$ cat config.mk
export PLATFORM = sky130hd
export DESIGN_NAME = timer_queue_scheduler
export DESIGN_NICKNAME = d
export VERILOG_FILES = /design/src/design/tqs_pkg.sv /design/src/design/tqs_cell.sv /design/src/design/timer_queue_scheduler.sv
export SDC_FILE = /design/constraint.sdc
export NUM_CORES = 2
export LEC_CHECK = 0
export ABC_CLOCK_PERIOD_IN_PS = 16560
export BUFFER_PORTS_ARGS = -buffer_cell sky130_fd_sc_hd__buf_2
export CORE_MARGIN = 4
export CORE_UTILIZATION = 50
export DETAILED_ROUTE_END_ITERATION = 12
export GPL_ROUTABILITY_DRIVEN = 1
export PLACE_DENSITY = 0.62
export SLEW_MARGIN = 30
export SYNTH_ARGS = -nofsm -noshare
export SYNTH_HDL_FRONTEND = slang
export SYNTH_SLANG_ARGS = --single-unit
$ cat constraint.sdc
create_clock -name aclk -period 16.56 [get_ports aclk]
set_clock_uncertainty 0.05 [all_clocks]
set_input_delay 2.484 -clock aclk [delete_from_list [all_inputs] [get_ports aclk]]
set_output_delay 2.484 -clock aclk [all_outputs]
set_load 0.02 [all_outputs]
$ cat src/design/tqs_pkg.sv
// Package for the timer queue scheduler: request codes, field widths and the
// command bundle broadcast from the controller to every slot cell.
// No dependencies.
`timescale 1ns / 1ps

package tqs_pkg;

    localparam int CNT_W = 16;
    localparam int ID_W  = 4;
    localparam int REQ_W = 2;

    localparam logic [REQ_W-1:0] REQ_TICK  = 2'd0;
    localparam logic [REQ_W-1:0] REQ_START = 2'd1;
    localparam logic [REQ_W-1:0] REQ_STOP  = 2'd2;

    typedef struct packed {
        logic             tick;
        logic             start;
        logic             stop;
        logic [ID_W-1:0]  id;
        logic [CNT_W-1:0] period;
        logic             periodic;
        logic [CNT_W-1:0] count;
        logic             wrap;
    } cell_cmd_t;

endpackage

$ cat src/design/tqs_cell.sv
// One timer slot of the scheduler chain: schedule state, expiry check and one
// stage of the hit shift line that carries expiries toward the controller.
// Depends on tqs_pkg.
`timescale 1ns / 1ps

module tqs_cell
    import tqs_pkg::*;
#(
    parameter int CELL_IDX = 0
) (
    input  logic      aclk,
    input  logic      aresetn,
    input  cell_cmd_t cmd,
    input  logic      shift_en,
    input  logic      hit_in,
    output logic      hit_out
);

    logic             active_reg, active_next;
    logic             repeat_reg, repeat_next;
    logic             next_lap_reg, next_lap_next;
    logic             hit_reg, hit_next;
    logic [CNT_W-1:0] interval_reg, interval_next;
    logic [CNT_W-1:0] due_reg, due_next;

    logic             sel;
    logic             fire;
    logic [CNT_W-1:0] arm_ticks;
    logic [CNT_W-1:0] arm_due;
    logic             arm_late;

    always_comb begin
        sel       = (32'(cmd.id) == CELL_IDX);
        fire      = cmd.tick && active_reg && (!next_lap_reg || cmd.wrap)
                    && (due_reg == cmd.count);
        arm_ticks = cmd.start ? cmd.period : interval_reg;
        arm_due   = cmd.count + arm_ticks;
        arm_late  = (arm_due <= cmd.count);

        active_next   = active_reg;
        repeat_next   = repeat_reg;
        next_lap_next = next_lap_reg;
        interval_next = interval_reg;
        due_next      = due_reg;
        hit_next      = hit_reg;

        if (cmd.start && sel) begin
            repeat_next   = cmd.periodic;
            interval_next = cmd.period;
            due_next      = arm_due;
            next_lap_next = arm_late;
            active_next   = 1'b1;
        end else if (cmd.stop && sel) begin
            active_next   = 1'b0;
            next_lap_next = 1'b0;
        end else if (cmd.tick) begin
            if (cmd.wrap) begin
                next_lap_next = 1'b0;
            end
            if (fire) begin
                if (repeat_reg) begin
                    due_next      = arm_due;
                    next_lap_next = arm_late;
                end else begin
                    active_next = 1'b0;
                end
            end
        end

        if (cmd.tick) begin
            hit_next = fire;
        end else if (shift_en) begin
            hit_next = hit_in;
        end
    end

    always_ff @(posedge aclk) begin
        if (!aresetn) begin
            active_reg   <= 1'b0;
            repeat_reg   <= 1'b0;
            next_lap_reg <= 1'b0;
            hit_reg      <= 1'b0;
        end else begin
            active_reg   <= active_next;
            repeat_reg   <= repeat_next;
            next_lap_reg <= next_lap_next;
            hit_reg      <= hit_next;
        end
    end

    always_ff @(posedge aclk) begin
        interval_reg <= interval_next;
        due_reg      <= due_next;
    end

    assign hit_out = hit_reg;

endmodule

$ cat src/design/timer_queue_scheduler.sv
// Timer queue scheduler top level: tick counter, scan controller and the
// chain of slot cells. Depends on tqs_pkg and tqs_cell.
//
// The input channel (s_valid/s_ready) takes one request per beat: a tick, a
// start of a slot or a stop of a slot. After a start or a stop the block is
// ready again in the next cycle. A tick advances the 16-bit counter and every
// slot checks for expiry in parallel at the accepting edge; the expiries then
// shift out of the cell chain one cell per cycle while the receiver keeps up,
// and s_ready stays low until the scan of the whole chain is done; the final
// beat of the tick is presented at the end of that scan. Expired slots leave
// on the result channel (m_valid/m_ready) in ascending slot order, one beat
// each, with m_last on the final beat of the tick; a tick with no expiry
// produces no beat. One expiry is held back until the next one is found so
// that m_last is known. When the receiver stalls, the chain stops shifting
// and waits. The output register lets the block take the next request while
// the final beat of a tick still waits. Synchronous reset clears the counter
// and idles all slots.
`timescale 1ns / 1ps

module timer_queue_scheduler
    import tqs_pkg::*;
#(
    parameter int NUM_SLOTS = 16
) (
    input  logic             aclk,
    input  logic             aresetn,
    input  logic             s_valid,
    output logic             s_ready,
    input  logic [REQ_W-1:0] s_req_type,
    input  logic [ID_W-1:0]  s_timer_id,
    input  logic [CNT_W-1:0] s_period,
    input  logic             s_periodic,
    output logic             m_valid,
    input  logic             m_ready,
    output logic [ID_W-1:0]  m_fired_id,
    output logic             m_last
);

    localparam int IDX_W = $clog2(NUM_SLOTS + 1);

    typedef enum logic {
        ST_IDLE,
        ST_SCAN
    } state_t;

    state_t           state_reg, state_next;
    logic [CNT_W-1:0] count_reg, count_next;
    logic [IDX_W-1:0] idx_reg, idx_next;
    logic             pend_valid_reg, pend_valid_next;
    logic [ID_W-1:0]  pend_id_reg, pend_id_next;
    logic             m_valid_reg, m_valid_next;
    logic [ID_W-1:0]  m_id_reg, m_id_next;
    logic             m_last_reg, m_last_next;

    logic             accept;
    logic             out_free;
    logic             shift_en;
    logic             head;
    cell_cmd_t        cmd;
    logic [NUM_SLOTS:0] hit_chain;

    assign accept   = s_valid && (state_reg == ST_IDLE);
    assign out_free = !m_valid_reg || m_ready;
    assign head     = hit_chain[0];

    always_comb begin
        cmd.tick     = accept && (s_req_type == REQ_TICK);
        cmd.start    = accept && (s_req_type == REQ_START);
        cmd.stop     = accept && (s_req_type == REQ_STOP);
        cmd.id       = s_timer_id;
        cmd.period   = s_period;
        cmd.periodic = s_periodic;
        cmd.wrap     = (count_reg == {CNT_W{1'b1}});
        cmd.count    = (s_req_type == REQ_TICK) ? count_reg + 1'b1 : count_reg;
    end

    always_comb begin
        state_next      = state_reg;
        count_next      = count_reg;
        idx_next        = idx_reg;
        pend_valid_next = pend_valid_reg;
        pend_id_next    = pend_id_reg;
        m_valid_next    = m_valid_reg && !m_ready;
        m_id_next       = m_id_reg;
        m_last_next     = m_last_reg;
        shift_en        = 1'b0;

        unique case (state_reg)
            ST_IDLE: begin
                if (cmd.tick) begin
                    count_next = cmd.count;
                    idx_next   = '0;
                    state_next = ST_SCAN;
                end
            end
            ST_SCAN: begin
                if (idx_reg != IDX_W'(NUM_SLOTS)) begin
                    if (head && pend_valid_reg) begin
                        if (out_free) begin
                            m_valid_next = 1'b1;
                            m_id_next    = pend_id_reg;
                            m_last_next  = 1'b0;
                            pend_id_next = ID_W'(idx_reg);
                            shift_en     = 1'b1;
                            idx_next     = idx_reg + 1'b1;
                        end
                    end else begin
                        if (head) begin
                            pend_valid_next = 1'b1;
                            pend_id_next    = ID_W'(idx_reg);
                        end
                        shift_en = 1'b1;
                        idx_next = idx_reg + 1'b1;
                    end
                end else if (pend_valid_reg) begin
                    if (out_free) begin
                        m_valid_next    = 1'b1;
                        m_id_next       = pend_id_reg;
                        m_last_next     = 1'b1;
                        pend_valid_next = 1'b0;
                        state_next      = ST_IDLE;
                    end
                end else begin
                    state_next = ST_IDLE;
                end
            end
            default: begin
                state_next = ST_IDLE;
            end
        endcase
    end

    always_ff @(posedge aclk) begin
        if (!aresetn) begin
            state_reg      <= ST_IDLE;
            count_reg      <= '0;
            idx_reg        <= '0;
            pend_valid_reg <= 1'b0;
            m_valid_reg    <= 1'b0;
        end else begin
            state_reg      <= state_next;
            count_reg      <= count_next;
            idx_reg        <= idx_next;
            pend_valid_reg <= pend_valid_next;
            m_valid_reg    <= m_valid_next;
        end
        pend_id_reg <= pend_id_next;
        m_id_reg    <= m_id_next;
        m_last_reg  <= m_last_next;
    end

    assign hit_chain[NUM_SLOTS] = 1'b0;

    for (genvar i = 0; i < NUM_SLOTS; i++) begin : g_cell
        tqs_cell #(
            .CELL_IDX(i)
        ) u_cell (
            .aclk    (aclk),
            .aresetn (aresetn),
            .cmd     (cmd),
            .shift_en(shift_en),
            .hit_in  (hit_chain[i+1]),
            .hit_out (hit_chain[i])
        );
    end

    assign s_ready    = (state_reg == ST_IDLE);
    assign m_valid    = m_valid_reg;
    assign m_fired_id = m_id_reg;
    assign m_last     = m_last_reg;

endmodule

-- Word level (Yosys, flattened, before mapping)
Cells that the tools add are included.
W data, S select, Z words.
- add/subtract/negate cells: 18
- magnitude comparators: 16
- equal/unequal tests: 74
- muxes and demuxes: 339
- bitwise operators: 1
- reductions and logical operators: 244
- operator list (cell ; count):
    $mux W16 ; 97
    $add A16 B16 Y16 ; 16
    $eq A16 B16 Y1 ; 16
    $le A16 B16 Y1 ; 16
    $mux W1 ; 229
    $reduce_bool A2 Y1 ; 51
    $reduce_bool A3 Y1 ; 32
    $logic_and A1 B1 Y1 ; 86
    $reduce_and A4 Y1 ; 18
    $reduce_and A3 Y1 ; 19
    $ne A3 B3 Y1 const B ; 17
    $ne A2 B1 Y1 const B ; 20
    $eq A4 B4 Y1 const B ; 8
    $mux W4 ; 7
    $mux W5 ; 4
    $logic_not A1 Y1 ; 18
    $logic_or A1 B1 Y1 ; 17
    $add A16 B1 Y16 const B ; 1
    $eq A16 B16 Y1 const B ; 1
    $eq A4 B3 Y1 const B ; 4
    $pmux W5 S2 ; 1
    $eq A4 B2 Y1 const B ; 2
    $add A5 B1 Y5 const B ; 1
    $ne A5 B5 Y1 const B ; 1
    other kinds (9) ; 10
- register bits: 609
- bits of input ports: 27
- output and inout port bits: 7
- word-level logic and storage cells: 796

-- Longest topological paths before layout
- depth after elaboration: 11
- gate-level depth with buffers: 38
- mapped depth without buffers: 27

-- Hierarchy
A second synthesis with hierarchy kept.
- cells, all modules: 4243
- area, all modules: 44656.6 um^2
- by module, submodules not included (module ; times used ; cells each ; area each (um^2) ; seq. area each (um^2)):
    tqs_cell at g_cell[5].u_cell ... ; 3 ; 263 ; 2791.4 ; 1041.0
    tqs_cell at g_cell[10].u_cell ... ; 3 ; 259 ; 2691.3 ; 1041.0
    tqs_cell at g_cell[1].u_cell ... ; 2 ; 240 ; 2613.8 ; 1041.0
    tqs_cell at g_cell[15].u_cell ; 1 ; 259 ; 2690.1 ; 1041.0
    tqs_cell at g_cell[4].u_cell ; 1 ; 252 ; 2675.1 ; 1041.0
    tqs_cell at g_cell[11].u_cell ; 1 ; 251 ; 2671.3 ; 1041.0
    tqs_cell at g_cell[8].u_cell ; 1 ; 250 ; 2652.5 ; 1041.0
    tqs_cell at g_cell[13].u_cell ; 1 ; 249 ; 2633.8 ; 1041.0
    tqs_cell at g_cell[12].u_cell ; 1 ; 248 ; 2631.3 ; 1041.0
    tqs_cell at g_cell[0].u_cell ; 1 ; 247 ; 2627.5 ; 1041.0
    tqs_cell at g_cell[9].u_cell ; 1 ; 242 ; 2580.0 ; 1041.0
    timer_queue_scheduler ; 1 ; 199 ; 1819.2 ; 750.7

-- Least setup slack after synthesis
Ideal clock, no wire load.
- path kind: input -> register
- from: input s_req_type[0]
- to: register g_cell[14].u_cell.next_lap_reg
- setup time: 74 ps
- arrival: 9067 ps
- data required time: 16436 ps
- setup slack: 7368 ps
- cell stages on the path: 25
- path buffers: 2
- cell sequence: nor2_1 > mux2i_1 > buf_2 > buf_1 > inv_1 > fa_1 > a21o_1 > a21oi_1 > o211ai_1 > a31oi_2 > o21ai_1 > maj3_1 > a2111oi_0 > nor2_1 > a21oi_1 > o21bai_1 > xor2_1 > ha_1 > nand3_1 > nor2_1 > nand3_1 > or3_1 > nor3_1 > a31oi_1 > o21ai_0
- RTL lines (item ; RTL line ; text):
    start, declared ; timer_queue_scheduler.sv:29 ; input logic [REQ_W-1:0] s_req_type,
    end signal, assigned ; tqs_cell.sv:86 ; next_lap_reg <= next_lap_next;
    end, declared ; tqs_cell.sv:21 ; logic next_lap_reg, next_lap_next;

-- Worst setup path in the final report
- from: input s_req_type[1]
- to: register g_cell[3].u_cell.next_lap_reg
- longest elaborated chain between the ends: 10
- elaborated cells on any way between the ends: 22
- those cells by class: 1 x add/sub; 1 x order compare; 3 x eq/ne; 7 x mux; 10 x reduce/logical
- RTL lines (item ; RTL line ; text):
    $eq A2 B1 Y1 ; timer_queue_scheduler.sv:68 ; cmd.start = accept && (s_req_type == REQ_START);
    $logic_and A1 B1 Y1 ; timer_queue_scheduler.sv:68 ;
    $mux W16 ; tqs_cell.sv:36 ; arm_ticks = cmd.start ? cmd.period : interval_reg;
    $add A16 B16 Y16 (*) ; tqs_cell.sv:37 ; arm_due = cmd.count + arm_ticks;
    named net g_cell[3].u_cell.arm_due[14] ; tqs_cell.sv:29 ; logic [CNT_W-1:0] arm_due;
    $le A16 B16 Y1 (*) ; tqs_cell.sv:38 ; arm_late = (arm_due <= cmd.count);
    $mux W1 ; tqs_cell.sv:61 ; if (repeat_reg) begin
    $mux W1 ; tqs_cell.sv:60 ; if (fire) begin
    $mux W1 ; tqs_cell.sv:56 ; end else if (cmd.tick) begin
    $mux W1 ; tqs_cell.sv:53 ; end else if (cmd.stop && sel) begin
    $mux W1 (*) ; tqs_cell.sv:47 ; if (cmd.start && sel) begin
    end signal, assigned ; tqs_cell.sv:86 ;
    end, declared ; tqs_cell.sv:21 ;
The timed path passes the listed nets; every way through them passes the cells marked *. The select of a mux whose other input is x is not followed.
A chain may end at the register's enable or synchronous reset.

==> impl_metrics.py <==
metrics = {
    "grt": {
        "grt_max_degree": 98,
        "grt_pass1_wl_um": 210800,
        "track_usage_pct": 32.22,
        "grt_pass1_vias": 30666,
        "antenna_found_initial": 14,
        "grt_overflow": 0,
    },
    "die": {
        "core_area_um2": 83690,
        "die_area_um2": 89280,
        "die_x_um": 298.8,
        "initial_utilization_pct": 50.52,
        "io_pins": 34,
        "die_y_um": 298.8,
        "rows": 106,
    },
    "setup_path": {
        "reg2reg_depth": 29,
        "arrival_ps": 9800,
        "cpPeakStageDelay_ps": 810,
        "cp-end-kind": "flop",
        "r2r_slack_ps": 8590,
        "slowest_stage": "buf_4",
        "crit_type": "in2reg",
        "critPathLaunchType": "input port",
        "path_common_cell": "and3_1",
        "critPathRequiredTime_ps": 17020,
        "path_max_fanout": 76,
        "cp-startpoint": "s_req_type[1]",
        "r2r-end": "g_cell[3].u_cell.next_lap_reg",
        "r2r_start": "state_reg",
    },
    "placed_design": {
        "place_congestion": 0.9215,
        "place_inst": 5273,
        "dp.final_hpwl_um": 97350,
        "port_buffers": 33,
    },
    "routing": {
        "avgRoutedWirePerCell_um": 27.04,
        "antenna_left": 0,
        "drt-initial-drc-count": 3741,
        "drt-total-wl_um": 146200,
        "first_pass_iters": 6,
        "vias_per_cell": 6.105,
        "dr_total_vias": 33015,
        "drc": 0,
    },
    "sta": {
        "slew-limit-headroom_pct": 27.56,
        "setup_viol": 0,
        "slew_viol_final": 0,
        "tightest_slew_ps": 1085,
        "final.min_clock_period_ps": 9340,
        "rsz0062_at_grt": "no",
        "max_freq_mhz": 107.1,
        "tns_ps": 0,
        "hold_violations": 0,
        "post-route-period-util_pct": 56.40,
    },
    "clock_network": {
        "cts_sinks": 609,
        "cts-root-buf": "clkbuf_16",
        "cts_setup_buffers": 0,
        "clk_pin_slew_ps": 60,
        "cts_tree": "done",
        "h-tree-depth": 3,
        "ctsResizeCount": 0,
        "clkLatencyLatePin_ps": 630,
        "hold_buffers": 0,
        "clk_path_buf_depth": 3,
        "cts_made_buffers": 72,
    },
    "status": {
        "status": "finished clean",
    },
    "cells_and_area": {
        "nNetsFinal": 4679,
        "n_fill_cell": 7431,
        "drive_above_1_share_pct": 8.663,
        "syn_to_final_growth_pct": 9.825,
        "instances_no_fill": 5408,
    },
    "logic_synthesis": {
        "syn-mean-instance-area_um2": 10.20,
        "synthFlopType": "edfxtp_1",
        "synth_fp_nets": 4612,
        "ys_types": 111,
        "yosysSeqAreaShare_pct": 41.17,
        "ys_ff_latch": 609,
        "synthCells": 4146,
        "synth_area_um2": 42280,
        "synth_edf_count": 521,
        "ys_warn_count": 0,
        "async_flop_share_pct": 0,
    },
    "power_and_ir_drop": {
        "leakagePower_nw": 18.82,
        "power_density_nw_per_um2": 78.00,
        "worst_ir_drop_vdd_uv": 78.41,
    },
    "job": {
        "cap_violations": 0,
    },
    "worst_hold_path": {
        "holdPathEnd": "m_fired_id[0]",
        "whs_path_depth": 0,
        "hp-class": "reg2reg",
        "min_from": "pend_id_reg[0]",
    },
}
-- synth_stat cells (64+ instances only) --
cell type  instances  area (µm²)
xor2_1           144        1261
xnor2_1          429        3757
edfxtp_1         521       15650
o21ai_0          110       550.5
a21oi_1          289        1446
nor3_1            64       320.3
ha_1             423        5293
inv_1            150       563.0
nand4_1           67       419.2
a21o_1            80       600.6
nand3_1           99       495.5
nor2_1           215       807.0
nand2_1          604        2267
dfxtp_1           88        1762
-- cell usage in the layout, fill, tap and decap left out, types with 23 or more instances in the layout --
master / synthesis / routed
nand3_1: 99 / 99
clkbuf_16: 0 / 74
xor2_1: 144 / 144
nand2b_1: 48 / 48
nor2_1: 215 / 206
a21oi_1: 289 / 288
buf_2: 47 / 33
o211ai_1: 27 / 27
inv_1: 150 / 147
nor2b_1: 45 / 45
buf_4: 13 / 96
and3_1: 26 / 26
xnor2_1: 429 / 427
a31oi_1: 45 / 45
o21ai_0: 110 / 110
nand2_1: 604 / 600
a211oi_1: 23 / 23
nor3_1: 64 / 63
dfxtp_1: 88 / 88
nand4_1: 67 / 67
edfxtp_1: 521 / 521
nor4_1: 26 / 25
ha_1: 423 / 423
o21a_1: 28 / 28
mux2i_1: 43 / 42
a21o_1: 80 / 80
-- logic make-up after synthesis --
logic type,share of synthesized area (%)
adders and majority gates,13.68
AOI/OAI and AO/OA,12.61
and+or+nand+nor,14.66
buffers and inverters,3.072
DFF,41.17
xor gates and xnor gates,13.60
muxes,1.204
-- per-layer routing --
metal / wire length (µm) / up-vias / share of wire [%] / global-route usage [%]
li1: - / 15185 / - / -
met1: 61040 / 15941 / 42 / 44.68
met2: 63550 / 1557 / 43 / 50.09
met3: 15360 / 322 / 11 / 6.596
met4: 6192 / 10 / 4.2 / 11.89
met5: 72 / - / 0.049 / 0
-- per-stage QoR --
step                      hold slack (ps)  utilization, %  total power, mW  worst slack (ps)  cell area [µm²]
after floorplan                     350.3               -            1.931              7368            42280
after global placement              353.5           52.68            2.048              6977            44090
after detailed placement            363.7           52.71            2.052              6881            44110
after CTS                           377.8           55.47            3.632              7433            46430
after global routing                382.9           55.48            3.736              6784            46430
final                               373.8           55.48            3.622              7220            46430
-- layout make-up --
cell class,count,area [µm²],share of cell area [%]
inverter,161,609.3,1.312
antenna,3,7.507,0.01617
tap,1134,1419,3.056
multi-input combinational,3239,23770,51.20
clock buffer,100,2009,4.328
sequential,609,17410,37.49
clock inverter,32,302.8,0.6521
timing repair buffer,130,905.9,1.951
-- where the power goes --
part | switching [mW] | internal, mW
Sequential | 0.00581 | 1.67
Combinational | 0.229 | 0.121
Clock | 0.677 | 0.916
-- critical path, delay by kind of cell --
family,cells,cell delay [ps]
multiplexers,1,100
AO/OA/AOI/OAI,9,1940
adder cells (fa/ha/maj),3,1100
AND/OR/NAND/NOR,11,1520
buffers and inverters,5,2290
XOR/XNOR,1,270
-- how the worst max path moves through the flow --
stage / end / depth (start not counted)
global placement: g_cell[3].u_cell.next_lap_reg / 30
floorplan: g_cell[14].u_cell.next_lap_reg / 25
finish: g_cell[3].u_cell.next_lap_reg / 30
CTS: g_cell[3].u_cell.next_lap_reg / 30
detailed placement: g_cell[3].u_cell.next_lap_reg / 30
global route: g_cell[3].u_cell.next_lap_reg / 30
No activity file was read; power rests on OpenSTA's default activity.
